### src/rtl/tms_pkg.sv
// Package for the Turing machine stepper: sizes, mode and status codes,
// request and result types, and the back-end state type.
// No dependencies.
package tms_pkg;

	localparam int STATE_LIMIT  = 16;
	localparam int SYMBOL_LIMIT = 16;
	localparam int TAPE_CELLS   = 256;
	localparam int TT_DEPTH     = STATE_LIMIT * SYMBOL_LIMIT;
	localparam int TT_AW        = $clog2(TT_DEPTH);
	localparam int TAPE_AW      = $clog2(TAPE_CELLS);
	localparam int QDEPTH       = 2;
	localparam int QAW          = $clog2(QDEPTH);

	localparam logic [2:0] MODE_CLEAR  = 3'd0;
	localparam logic [2:0] MODE_LOAD   = 3'd1;
	localparam logic [2:0] MODE_APPEND = 3'd2;
	localparam logic [2:0] MODE_START  = 3'd3;
	localparam logic [2:0] MODE_STEP   = 3'd4;
	localparam logic [2:0] MODE_READ   = 3'd5;

	localparam logic [2:0] ST_OK       = 3'd0;
	localparam logic [2:0] ST_HALTED   = 3'd1;
	localparam logic [2:0] ST_NO_TRANS = 3'd2;
	localparam logic [2:0] ST_FULL     = 3'd3;
	localparam logic [2:0] ST_RANGE    = 3'd4;

	localparam logic [4:0] NSTATES_RESET = 5'd2;
	localparam logic [4:0] NSTATES_MIN   = 5'd2;
	localparam logic [4:0] NSTATES_MAX   = 5'(STATE_LIMIT);

	typedef enum logic [2:0] {
		OP_CLEAR,
		OP_LOAD,
		OP_APPEND,
		OP_START,
		OP_STEP,
		OP_READ,
		OP_NOP
	} tms_op_t;

	typedef struct packed {
		logic [2:0] mode;
		logic [3:0] from_state;
		logic [3:0] read_symbol;
		logic [3:0] next_state;
		logic [3:0] write_symbol;
		logic       move_left;
		logic [7:0] cell_index;
	} tms_cmd_t;

	typedef struct packed {
		logic [2:0] status;
		logic [3:0] machine_state;
		logic [7:0] head_position;
		logic [8:0] tape_length;
		logic [3:0] cell_symbol;
	} tms_result_t;

	// Action stored in the transition table.
	typedef struct packed {
		logic [3:0] next_state;
		logic [3:0] write_symbol;
		logic       move_left;
	} tms_act_t;

	// Classified request as it sits in the queue.
	typedef struct packed {
		tms_op_t          op;
		logic             bad;
		logic [TT_AW-1:0] key;
		tms_act_t         act;
		logic [7:0]       cell_index;
	} tms_entry_t;

	// Head of the queue as seen by the back end.
	typedef struct packed {
		logic       valid;
		tms_entry_t entry;
	} tms_qhead_t;

	typedef enum logic [1:0] {
		BK_IDLE,
		BK_RDWAIT,
		BK_SYM,
		BK_LOOK
	} tms_bstate_t;

endpackage

### src/rtl/tms_ram.sv
// Generic single-write, single-read RAM with a registered read port.
// No dependencies.
module tms_ram #(
	parameter int WIDTH = 4,
	parameter int DEPTH = 256
) (
	input  logic                     clk,
	input  logic                     we,
	input  logic [$clog2(DEPTH)-1:0] waddr,
	input  logic [WIDTH-1:0]         wdata,
	input  logic                     re,
	input  logic [$clog2(DEPTH)-1:0] raddr,
	output logic [WIDTH-1:0]         rdata
);

	logic [WIDTH-1:0] mem [DEPTH];

	always_ff @(posedge clk) begin
		if (we) begin
			mem[waddr] <= wdata;
		end
		if (re) begin
			rdata <= mem[raddr];
		end
	end

endmodule

### src/rtl/tms_front.sv
// Front end: takes requests, decodes the mode and range-checks loads.
// Depends on tms_pkg.
module tms_front (
	input  logic            start,
	input  tms_pkg::tms_cmd_t cmd,
	input  logic            full,
	input  logic [4:0]      eff_n,
	output logic            push,
	output tms_pkg::tms_entry_t entry
);
	import tms_pkg::*;

	assign push = start && !full;

	always_comb begin
		entry.bad = ({1'b0, cmd.from_state} >= eff_n) ||
			({1'b0, cmd.next_state} >= eff_n) ||
			({1'b0, cmd.read_symbol} >= 5'(SYMBOL_LIMIT));
		entry.key = TT_AW'({cmd.from_state, cmd.read_symbol});
		entry.act.next_state = cmd.next_state;
		entry.act.write_symbol = cmd.write_symbol;
		entry.act.move_left = cmd.move_left;
		entry.cell_index = cmd.cell_index;
		case (cmd.mode)
			MODE_CLEAR:  entry.op = OP_CLEAR;
			MODE_LOAD:   entry.op = OP_LOAD;
			MODE_APPEND: entry.op = OP_APPEND;
			MODE_START:  entry.op = OP_START;
			MODE_STEP:   entry.op = OP_STEP;
			MODE_READ:   entry.op = OP_READ;
			default:     entry.op = OP_NOP;
		endcase
	end

endmodule

### src/rtl/tms_queue.sv
// Short FIFO of classified requests between the front and back ends.
// Depends on tms_pkg.
module tms_queue (
	input  logic                clk,
	input  logic                arst_n,
	input  logic                push,
	input  tms_pkg::tms_entry_t wentry,
	input  logic                pop,
	output logic                full,
	output tms_pkg::tms_qhead_t head
);
	import tms_pkg::*;

	tms_entry_t     slot_q [QDEPTH];
	logic [QAW-1:0] wptr_q;
	logic [QAW-1:0] rptr_q;
	logic [QAW:0]   count_q;
	logic           do_pop;

	assign full = (count_q == (QAW+1)'(QDEPTH));
	assign head.valid = (count_q != '0);
	assign head.entry = slot_q[rptr_q];
	assign do_pop = pop && head.valid;

	always_ff @(posedge clk) begin
		if (push) begin
			slot_q[wptr_q] <= wentry;
		end
	end

	always_ff @(posedge clk or negedge arst_n) begin
		if (!arst_n) begin
			wptr_q <= '0;
			rptr_q <= '0;
			count_q <= '0;
		end else begin
			if (push) begin
				wptr_q <= (wptr_q == QAW'(QDEPTH-1)) ? '0 : wptr_q + 1'b1;
			end
			if (do_pop) begin
				rptr_q <= (rptr_q == QAW'(QDEPTH-1)) ? '0 : rptr_q + 1'b1;
			end
			case ({push, do_pop})
				2'b10:   count_q <= count_q + 1'b1;
				2'b01:   count_q <= count_q - 1'b1;
				default: count_q <= count_q;
			endcase
		end
	end

endmodule

### src/rtl/tms_back.sv
// Back end: executes queued requests against the tape and transition RAMs.
// Depends on tms_pkg and tms_ram.
module tms_back (
	input  logic                clk,
	input  logic                arst_n,
	input  logic [4:0]          eff_n,
	input  tms_pkg::tms_qhead_t head,
	output logic                pop,
	output logic                done,
	output tms_pkg::tms_result_t result
);
	import tms_pkg::*;

	tms_bstate_t        st_q, st_d;
	logic [TAPE_AW-1:0] start_q, start_d;
	logic [8:0]         used_q, used_d;
	logic [9:0]         head_q, head_d;
	logic [3:0]         cur_q, cur_d;
	logic [TT_DEPTH-1:0] valid_q;
	logic [TAPE_AW-1:0] pos_q, pos_d;
	logic [TT_AW-1:0]   key_q, key_d;
	tms_result_t        res_q, res_d;
	logic               done_q;

	logic               tape_we, tape_re;
	logic [TAPE_AW-1:0] tape_waddr, tape_raddr;
	logic [3:0]         tape_wdata, tape_rdata;
	logic               tt_we, tt_re;
	logic [TT_AW-1:0]   tt_waddr, tt_raddr;
	logic [8:0]         tt_rdata;
	tms_act_t           tt_act;
	logic               vclr, vset;
	logic               fin;
	logic [2:0]         sts;
	logic [3:0]         sym;

	logic halted, off_end, tape_full;
	tms_entry_t e;

	assign e = head.entry;
	assign halted = ({1'b0, cur_q} >= (eff_n - 5'd1));
	assign off_end = head_q[9] || (head_q[8:0] >= used_q);
	assign tape_full = (used_q >= 9'(TAPE_CELLS));
	assign tt_act = tms_act_t'(tt_rdata);

	tms_ram #(.WIDTH(4), .DEPTH(TAPE_CELLS)) u_tape (
		.clk(clk), .we(tape_we), .waddr(tape_waddr), .wdata(tape_wdata),
		.re(tape_re), .raddr(tape_raddr), .rdata(tape_rdata)
	);

	tms_ram #(.WIDTH($bits(tms_act_t)), .DEPTH(TT_DEPTH)) u_trans (
		.clk(clk), .we(tt_we), .waddr(tt_waddr), .wdata(e.act),
		.re(tt_re), .raddr(tt_raddr), .rdata(tt_rdata)
	);

	// Next state.
	always_comb begin
		st_d = st_q;
		case (st_q)
			BK_IDLE: begin
				if (head.valid) begin
					if (e.op == OP_READ && ({1'b0, e.cell_index} < used_q)) begin
						st_d = BK_RDWAIT;
					end else if (e.op == OP_STEP && !halted) begin
						if (!off_end) begin
							st_d = BK_SYM;
						end else if (!tape_full) begin
							st_d = BK_LOOK;
						end
					end
				end
			end
			BK_RDWAIT: st_d = BK_IDLE;
			BK_SYM:    st_d = BK_LOOK;
			BK_LOOK:   st_d = BK_IDLE;
			default:   st_d = BK_IDLE;
		endcase
	end

	// Datapath controls and the result.
	always_comb begin
		start_d = start_q;
		used_d = used_q;
		head_d = head_q;
		cur_d = cur_q;
		pos_d = pos_q;
		key_d = key_q;
		tape_we = 1'b0;
		tape_waddr = start_q + used_q[TAPE_AW-1:0];
		tape_wdata = e.act.write_symbol;
		tape_re = 1'b0;
		tape_raddr = start_q + e.cell_index;
		tt_we = 1'b0;
		tt_waddr = e.key;
		tt_re = 1'b0;
		vclr = 1'b0;
		vset = 1'b0;
		fin = 1'b0;
		pop = 1'b0;
		sts = ST_OK;
		sym = 4'd0;
		case (st_q)
			BK_IDLE: begin
				if (head.valid) begin
					pop = 1'b1;
					case (e.op)
						OP_CLEAR: begin
							vclr = 1'b1;
							start_d = '0;
							used_d = '0;
							head_d = '0;
							cur_d = '0;
							fin = 1'b1;
						end
						OP_LOAD: begin
							if (e.bad) begin
								sts = ST_RANGE;
							end else begin
								tt_we = 1'b1;
								vset = 1'b1;
							end
							fin = 1'b1;
						end
						OP_APPEND: begin
							if (tape_full) begin
								sts = ST_FULL;
							end else begin
								tape_we = 1'b1;
								used_d = used_q + 9'd1;
							end
							fin = 1'b1;
						end
						OP_START: begin
							head_d = '0;
							fin = 1'b1;
						end
						OP_STEP: begin
							if (halted) begin
								sts = ST_HALTED;
								fin = 1'b1;
							end else if (off_end && tape_full) begin
								sts = ST_FULL;
								fin = 1'b1;
							end else if (off_end) begin
								// Grow the tape with a blank at the end the head left.
								used_d = used_q + 9'd1;
								if (head_q[9]) begin
									start_d = start_q - 1'b1;
									head_d = '0;
								end
								pos_d = start_d + head_d[TAPE_AW-1:0];
								tape_we = 1'b1;
								tape_waddr = pos_d;
								tape_wdata = 4'd0;
								key_d = TT_AW'({cur_q, 4'd0});
								tt_re = 1'b1;
							end else begin
								pos_d = start_q + head_q[TAPE_AW-1:0];
								tape_re = 1'b1;
								tape_raddr = pos_d;
							end
						end
						OP_READ: begin
							if ({1'b0, e.cell_index} < used_q) begin
								tape_re = 1'b1;
							end else begin
								fin = 1'b1;
							end
						end
						default: fin = 1'b1;
					endcase
				end
			end
			BK_RDWAIT: begin
				sym = tape_rdata;
				fin = 1'b1;
			end
			BK_SYM: begin
				key_d = TT_AW'({cur_q, tape_rdata});
				tt_re = 1'b1;
			end
			BK_LOOK: begin
				if (valid_q[key_q]) begin
					tape_we = 1'b1;
					tape_waddr = pos_q;
					tape_wdata = tt_act.write_symbol;
					cur_d = tt_act.next_state;
					head_d = tt_act.move_left ? head_q - 10'd1 : head_q + 10'd1;
					sym = tt_act.write_symbol;
				end else begin
					sts = ST_NO_TRANS;
				end
				fin = 1'b1;
			end
			default: ;
		endcase
		// The table is read at the key chosen in this cycle.
		tt_raddr = key_d;
		res_d.status = sts;
		res_d.machine_state = cur_d;
		res_d.head_position = head_d[7:0];
		res_d.tape_length = used_d;
		res_d.cell_symbol = sym;
	end

	always_ff @(posedge clk) begin
		pos_q <= pos_d;
		key_q <= key_d;
		if (fin) begin
			res_q <= res_d;
		end
	end

	always_ff @(posedge clk or negedge arst_n) begin
		if (!arst_n) begin
			st_q <= BK_IDLE;
			start_q <= '0;
			used_q <= '0;
			head_q <= '0;
			cur_q <= '0;
			valid_q <= '0;
			done_q <= 1'b0;
		end else begin
			st_q <= st_d;
			start_q <= start_d;
			used_q <= used_d;
			head_q <= head_d;
			cur_q <= cur_d;
			done_q <= fin;
			if (vclr) begin
				valid_q <= '0;
			end else if (vset) begin
				valid_q[e.key] <= 1'b1;
			end
		end
	end

	assign done = done_q;
	assign result = res_q;

endmodule

### src/rtl/turing_machine_stepper.sv
// Top level of the single-tape Turing machine stepper.
// Depends on tms_pkg, tms_front, tms_queue, tms_back and tms_ram.
//
//  Channel    Signals                 Handshake
//  ---------  ----------------------  ---------------------------------------
//  request    start, busy, cmd        taken on a clock edge with start && !busy
//  result     done, result            valid for one cycle while done is high
//  config     cfg_we, cfg_wdata       state count written when cfg_we is high
//
// A taken request is written into the queue before the back end sees it.
// Clear, load, append, start, the unused modes, a read past the end and a
// refused step finish in the idle state. An in-range read passes through
// BK_RDWAIT, a step that grows the tape through BK_LOOK (transition read),
// and a step on an existing cell through BK_SYM and BK_LOOK: the back end's
// two registered RAM reads, tape cell then transition entry, in turn.
// Reset clears the transition valid bits, the tape bookkeeping, the queue and
// the state count (to 2) at once; no clearing pass is needed.
// busy is high only while the two-entry queue is full. The receiver cannot
// stall, so every result leaves in the cycle after it is produced.
module turing_machine_stepper (
	input  logic                 clk,
	input  logic                 arst_n,
	input  logic                 start,
	input  tms_pkg::tms_cmd_t    cmd,
	output logic                 busy,
	output logic                 done,
	output tms_pkg::tms_result_t result,
	input  logic                 cfg_we,
	input  logic [4:0]           cfg_wdata
);
	import tms_pkg::*;

	logic [4:0] nstates_q;
	logic [4:0] eff_n;
	logic       push;
	logic       full;
	logic       pop;
	tms_entry_t entry;
	tms_qhead_t qhead;

	// The state count register. The user must write it only while the block is idle; the block does not enforce this.
	always_ff @(posedge clk or negedge arst_n) begin
		if (!arst_n) begin
			nstates_q <= NSTATES_RESET;
		end else if (cfg_we) begin
			nstates_q <= cfg_wdata;
		end
	end

	// Effective number of states, clamped into the legal range. The last
	// state below that count (eff_n - 1) is the halting state.
	always_comb begin
		if (nstates_q < NSTATES_MIN) begin
			eff_n = NSTATES_MIN;
		end else if (nstates_q > NSTATES_MAX) begin
			eff_n = NSTATES_MAX;
		end else begin
			eff_n = nstates_q;
		end
	end

	// The front end decodes each request and range-checks transition loads
	// as it is taken, so the back end only has to execute.
	tms_front u_front (
		.start(start),
		.cmd(cmd),
		.full(full),
		.eff_n(eff_n),
		.push(push),
		.entry(entry)
	);

	// Two queued requests decouple acceptance from multi-cycle steps.
	tms_queue u_queue (
		.clk(clk),
		.arst_n(arst_n),
		.push(push),
		.wentry(entry),
		.pop(pop),
		.full(full),
		.head(qhead)
	);

	// The back end owns the tape, the transition table and all machine state.
	tms_back u_back (
		.clk(clk),
		.arst_n(arst_n),
		.eff_n(eff_n),
		.head(qhead),
		.pop(pop),
		.done(done),
		.result(result)
	);

	assign busy = full;

endmodule

### config.mk
export PLATFORM = sky130hd
export DESIGN_NAME = turing_machine_stepper
export DESIGN_NICKNAME = d
export VERILOG_FILES = /design/src/rtl/tms_pkg.sv /design/src/rtl/tms_ram.sv /design/src/rtl/tms_front.sv /design/src/rtl/tms_queue.sv /design/src/rtl/tms_back.sv /design/src/rtl/turing_machine_stepper.sv
export SDC_FILE = /design/constraint.sdc
export NUM_CORES = 2
export LEC_CHECK = 0
export ABC_AREA = 0
export ABC_CLOCK_PERIOD_IN_PS = 18300
export BUFFER_PORTS_ARGS = -buffer_cell sky130_fd_sc_hd__buf_2
export CORE_MARGIN = 2
export CORE_UTILIZATION = 60
export DETAILED_ROUTE_END_ITERATION = 10
export HOLD_SLACK_MARGIN = 0.08
export PLACE_DENSITY_LB_ADDON = 0.15
export SLEW_MARGIN = 20
export SYNTH_ARGS = -nofsm -noshare
export SYNTH_HDL_FRONTEND = slang
export SYNTH_HIERARCHICAL = 1
export SYNTH_SLANG_ARGS = --single-unit
export TNS_END_PERCENT = 30
### constraint.sdc
create_clock -name clk -period 18.3 [get_ports clk]
set_input_delay 1.83 -clock clk [delete_from_list [all_inputs] [get_ports clk]]
set_output_delay 1.83 -clock clk [all_outputs]
set_load 0.1 [all_outputs]
; Yosys cells after proc, flatten, opt, wreduce, memory -nomap -nowiden
; Memory sizes are Yosys's and may differ from the RTL's. A register that Yosys moved wholly into a read port is not among the register bits.
; Cells that the tools add are included.
[op_classes]
add_sub_neg = 13
magnitude_cmp = 11
eq_ne = 28
n_mux = 131
n_bitwise = 3
n_reduce_logical = 25
[ops]
columns = op, n
row1 = two-way mux 256 bit, 2
row2 = bitwise OR 256 bit, 1
row3 = two-way mux 8 bit, 28
row4 = two-way mux 10 bit, 12
row5 = two-way mux 9 bit, 7
row6 = case mux 8 bit (2 select lines), 3
row7 = two-way mux 4 bit, 10
row8 = case mux 10 bit (2 select lines), 2
row9 = two-way mux 1 bit, 37
row10 = adder 8 bit, 4
row11 = case mux 9 bit (3 select lines), 1
row12 = case mux 4 bit (2 select lines), 3
row13 = less-than comparator 8 x 9 -> 1 bit (second input constant), 2
row14 = case mux 3 bit (6 select lines), 1
row15 = two-way mux 2 bit, 8
row16 = greater-or-equal comparator 4 x 5 -> 1 bit, 3
row17 = == test 3 x 2 -> 1 bit (second input constant), 4
row18 = == test 3 bit (second input constant), 4
row19 = case mux 1 bit (2 select lines), 6
row20 = adder 10 x 1 -> 10 bit (second input constant), 1
row21 = two-way mux 5 bit, 2
row22 = nonzero test 2 bit, 5
row23 = subtractor 10 x 1 -> 10 bit (second input constant), 1
row24 = adder 9 x 1 -> 9 bit (second input constant), 1
row25 = 39 further kinds, 63
[word_totals]
reg_bits = 343
ramBits = 3386
in_bits = 37
out_inout_bits = 30
word_cells = 234
n_memories = 3
[memory_table]
columns = name, depth, word_bits, read_ports, rd_ports_with_merged_regs, write_ports, line_no
row1 = u_back.u_trans.mem, 256, 9, 1, 1, 1, tms_ram.sv:16  ; logic [WIDTH-1:0] mem [DEPTH];
row2 = u_back.u_tape.mem, 256, 4, 1, 1, 1, tms_ram.sv:16
row3 = u_queue.slot_q, 2, 29, 1, 0, 1, tms_queue.sv:14  ; tms_entry_t slot_q [QDEPTH];

; Longest topological paths before layout
[logic_depth]
word_depth = 16
mapped_depth = 23
mapped_depth_nobuf = 18

; Cells and area by module
; The synthesis kept the hierarchy.
[by_module_without_submodules]
columns = mod, instances, cells_each, area_per_inst_um2, seq_area_each_um2
row1 = tms_ram (u_back.u_trans), 1, 4237, 89368.2, 69456.6
row2 = tms_ram (u_back.u_tape), 1, 2051, 40715.3, 30869.6
row3 = tms_back, 1, 1702, 17190.2, 8498.2
row4 = tms_queue, 1, 107, 2290.9, 1841.8
row5 = tms_front, 1, 52, 396.6, 0.0
row6 = turing_machine_stepper, 1, 17, 225.2, 126.4

; Worst setup path after synthesis
; Ideal clock, no wire load.
[synth_timing]
path_kind = reg-to-reg
from = reg u_queue.rptr_q
to = mem u_back.u_tape.mem[0][0] (data pin)
setup_time_ps = 864
arrival_ps = 5905
required_time_ps = 17436
slack_ps = 11531
path_stages_with_launch = 4
n_path_buf = 1
period_less_slack_ps = 6769
cell_sequence = dfrtp_1 > buf_4 > mux2_2 > a22o_1
[synth_lines]
columns = element, line_no
row1 = "start, declared", tms_queue.sv:16  ; logic [QAW-1:0] rptr_q;
row2 = "start signal, assigned", tms_queue.sv:41  ; rptr_q <= (rptr_q == QAW'(QDEPTH-1)) ? '0 : rptr_q + 1'b1;
row3 = "end, declared", tms_ram.sv:16

; Worst setup path in the final report
[layout_timing]
from = reg nstates_q[1]
to = reg u_back.u_trans.rdata[2] (read register of u_back.u_trans.mem) (data pin)
[layout_via]
elab_chain_len = 9
word_cells_on_any_way = 14
cone_classes = 1 x add/sub / 3 x order compare / 10 x mux
[layout_lines]
columns = element, line_no
row1 = "start, declared", turing_machine_stepper.sv:33  ; logic [4:0] nstates_q;
row2 = "start signal, assigned", turing_machine_stepper.sv:46  ; nstates_q <= cfg_wdata;
row3 = greater-than comparator 5 bit, turing_machine_stepper.sv:55  ; end else if (nstates_q > NSTATES_MAX) begin
row4 = two-way mux 5 bit, turing_machine_stepper.sv:55
row5 = two-way mux 5 bit *, turing_machine_stepper.sv:53  ; if (nstates_q < NSTATES_MIN) begin
row6 = via eff_n[0], turing_machine_stepper.sv:34  ; logic [4:0] eff_n;
row7 = subtractor 5 x 1 -> 5 bit *, tms_back.sv:41  ; assign halted = ({1'b0, cur_q} >= (eff_n - 5'd1));
row8 = greater-or-equal comparator 4 x 5 -> 1 bit *, tms_back.sv:41
row9 = two-way mux 8 bit *, tms_back.sv:138  ; if (halted) begin
row10 = two-way mux 8 bit *, tms_back.sv:106  ; case (e.op)
row11 = two-way mux 8 bit *, tms_back.sv:104  ; if (head.valid) begin
row12 = case mux 8 bit (2 select lines) *, tms_back.sv:102  ; case (st_q)
row13 = via u_back.key_d[0], tms_back.sv:21  ; logic [TT_AW-1:0] key_q, key_d;
row14 = "end, declared", tms_ram.sv:13  ; output logic [WIDTH-1:0] rdata
; Mark *: on every way through the listed nets, which the timed path passes. The rest lies on a longest branch.
; A chain may end at the register's enable or synchronous reset.

==> results_dict.tcl <==
set metrics [dict create \
    status "finished clean" \
    area_delta_synth_final_pct 10.1 \
    holdBufCountCts 0 \
    cts_buffers 383 \
    use_met1_pct 42.1 \
    crit_arrival_ps 10430 \
    final_layout_size_suffix_gt1_share_pct 19.7 \
    yosysUniqueCellTypes 92 \
    critPathTopFamily "buffers and inverters" \
    final_max_slew_viol_count 0 \
    crit_fanout 50 \
    synth_common_cells "3435 x edfxtp_1, 901 x nor2_1, 764 x mux4_2, 403 x a21oi_1, 298 x dfrtp_1" \
    grt_pass1_vias 79700 \
    syn-instance-count 8166 \
    synth_adder_area_share_pct 0.675 \
    ys_seq_area_share_pct 73.8 \
    dr_total_vias 80000 \
    leakage_uw 0.0538 \
    cts_sinks 3742 \
    row_count 183 \
    multi_input_area_um2 36800 \
    r2r_end "u_back/u_trans/rdata[2]" \
    synth_simple_gate_area_share_pct 4.33 \
    hold_viol_final 0 \
    drtPass1Iterations 9 \
    post_cts_resize_count 0 \
    cap_violations 0 \
    reg2reg_setup_slack_ps 8500 \
    endpoint_kind "flip-flop" \
    rr_startpoint "nstates_q[1]" \
    die_w_um 504 \
    fin_crit_sh_pct 53.5 \
    wl_per_cell_um 31.2 \
    hold_class "flip-flop to flip-flop" \
    yosysMostFrequentCell "edfxtp_1" \
    cpPeakStageDelay_ps 980 \
    post-cts-setup-buffer-count 0 \
    start_util_pct 60.4 \
    cts_tree "built" \
    die_h_um 504 \
    min_path_cells 2 \
    synth_area_leaders "edfxtp_1 69%, mux4_2 11%, dfrtp_1 5.0%, nor2_1 2.3%, mux2i_1 1.9%" \
    clkTransAtPathRegs_ps 60 \
    synth_area_leader_cell "edfxtp_1" \
    grt.total_usage_pct 29.0 \
    tightest_slew_ps 1250 \
    setup_viol 0 \
    regArea_um2 111000 \
    worst-path-buf-inv 5 \
    synth_area_um2 150000 \
    relSlewSlack_pct 15.9 \
    cp-start-kind "flip-flop" \
    grt.busiest_layer "met2" \
    power_density_nw_per_um2 159 \
    synthMuxAreaShare_pct 14.1 \
    peakVddDrop_uv 162 \
    worstRegToRegCells 21 \
    synth_top_area_share_pct 68.7 \
    critPathKind "flip-flop to flip-flop" \
    cp_common_cell "buf_4" \
    min_period_ps 9800 \
    drt_iter0_markers 11200 \
    crit_chain "nor3_1, nor3b_1, inv_1, ha_1, xnor2_1, ha_1, nand2_1, o21ai_1, and2_1, nor4_1, mux2i_1, a22o_4, buf_4, buf_4, buf_4, buf_4, mux4_2, a22oi_1, a21oi_1, nor4_1, nor4_1" \
    grt_antenna_before_repair 11 \
    clock_latency_ps 990 \
    required_ps 18940 \
    avgSynthCellArea_um2 18.4 \
    die_area_um2 254000 \
    gp_congestion 0.889 \
    rsz0062_at_grt "false" \
    tns_ps 0 \
    ios 67 \
    fin_nets 8354 \
    holdPathEnd "u_back/valid_q[149]" \
    clockBufferDepth 4 \
    clock_skew_ps 89.9 \
    clock.fmax_mhz 102 \
    final_antenna_net_count 0 \
    use_met3_pct 5.53 \
    synthesis.nets 8281 \
    grt_max_degree 220 \
    grt_pass1_wl_mm 544 \
    synth.ff_latch_count 3742 \
    drcViolationCount 0 \
    synthXorXnorAreaFrac_pct 0.292 \
    synth_compound_area_share_pct 4.73 \
    cts_max_level 5 \
    nFillCells 16200 \
    grt_use_met2_pct 45.3 \
    ys.flop_type "edfxtp_1" \
    core_area_um2 249000 \
    min_from "u_back/valid_q[149]" \
    wl_mm 370 \
    critPathSlowestCell "nor4_1" \
    grt-ovfl-total 0 \
    cts_root_buf "clkbuf_16" \
    vias_per_cell 6.74 \
    synth_top_family_by_area "multiplexers" \
    synth_edf_count 3435 \
    async_flop_share_pct 7.99 \
    portBuffers 66 \
    place_hpwl_mm 224 \
    p_total_uw 26300 \
    yosysWarnings 6 \
]
==> through the flow <==
stage	cell area [um2]	instances	setup slack (ps)	hold slack [ps]	utilization, %
CTS	165000	11900	8490	492	66.5
floorplan	150000	8166	11530	454	-
global route	165000	11900	7980	508	66.5
finish	165000	11900	8500	487	66.5
detailed placement	153000	11200	8520	478	61.7
global placement	153000	11200	8660	470	61.7
==> worst max path at each step <==
stage                        start                       to  cells after the start  slack [ps]
detailed placement    nstates_q[1]  u_back/u_trans/rdata[2]                     21        8520
CTS                   nstates_q[1]  u_back/u_trans/rdata[2]                     21        8490
floorplan           u_queue/rptr_q  u_back/u_tape/mem[0][0]                      3       11530
global route          nstates_q[1]  u_back/u_trans/rdata[2]                     21        7980
finish                nstates_q[1]  u_back/u_trans/rdata[2]                     21        8500
global placement      nstates_q[1]  u_back/u_trans/rdata[2]                     21        8660
==> power by group <==
part	leakage, uW	internal [uW]	total (uW)	switching (uW)
sequential	0.0352	10700	10800	146
clock	0.00580	4300	7440	3140
combinational	0.0128	2750	8050	5290
total	0.0538	17700	26300	8580
==> flip-flops by register name, summed over array words and instances, names as in the netlist, 5 cells and up <==
| name | flops |
|---|---|
| u_back/u_tape/mem | 1024 |
| u_back/pos_q | 8 |
| u_back/u_trans/rdata | 9 |
| u_queue/slot_q | 58 |
| u_back/key_q | 8 |
| nstates_q | 5 |
| u_back/result | 28 |
| u_back/used_q | 9 |
| u_back/head_q | 10 |
| u_back/start_q | 8 |
| u_back/valid_q | 256 |
| u_back/u_trans/mem | 2304 |
==> cell usage in the layout, fill, tap and decap left out, types with 36 or more instances in the layout <==
cell       count
mux4_2       764
mux2_2        60
clkbuf_1      77
nand4_1       36
nand2_1      161
nor3_1        52
dfrtp_1      297
clkinv_1      91
buf_2         65
inv_1         44
edfxtp_1    3435
nor2_1       869
mux2i_1      291
a22oi_1      228
a211oi_1      39
o221ai_1      45
o21ai_0       60
nand3_1       78
nand2b_1      36
clkinv_2      62
o22ai_1       81
buf_4        140
nor2b_1       66
a21oi_1      402
ha_1          73
clkbuf_16    388
==> per-layer routing <==
metal  part of all wire, %  vias to the layer above
met5                0.0086                        -
met4                   3.3                        6
met3                    10                      756
met2                    48                     4481
met1                    39                    41700
li1                      -                    33000
==> logic make-up after synthesis <==
kind of cell               Yosys count
and+or+nand+nor                   1481
buffers and inverters              580
adders and majority gates           78
muxes                             1136
DFF                               3742
AOI/OAI and AO/OA                 1099
xor gates and xnor gates            50
==> layout make-up <==
class	instances	share of cell area, %
Timing Repair Buffer	215	0.939
Tap cell	3330	2.52
Sequential cell	3742	67.0
Multi-Input combinational cell	3844	22.3
Clock buffer	474	6.12
Inverter	53	0.120
Clock inverter	201	1.05
Antenna cell	6	0.00908
==> tightest hold or removal path: stages (launching register included) <==
cell	delay (ps)
dfrtp_1	340
a21oi_1	40
nor2_1	70
(Power assumes the default switching activity.)
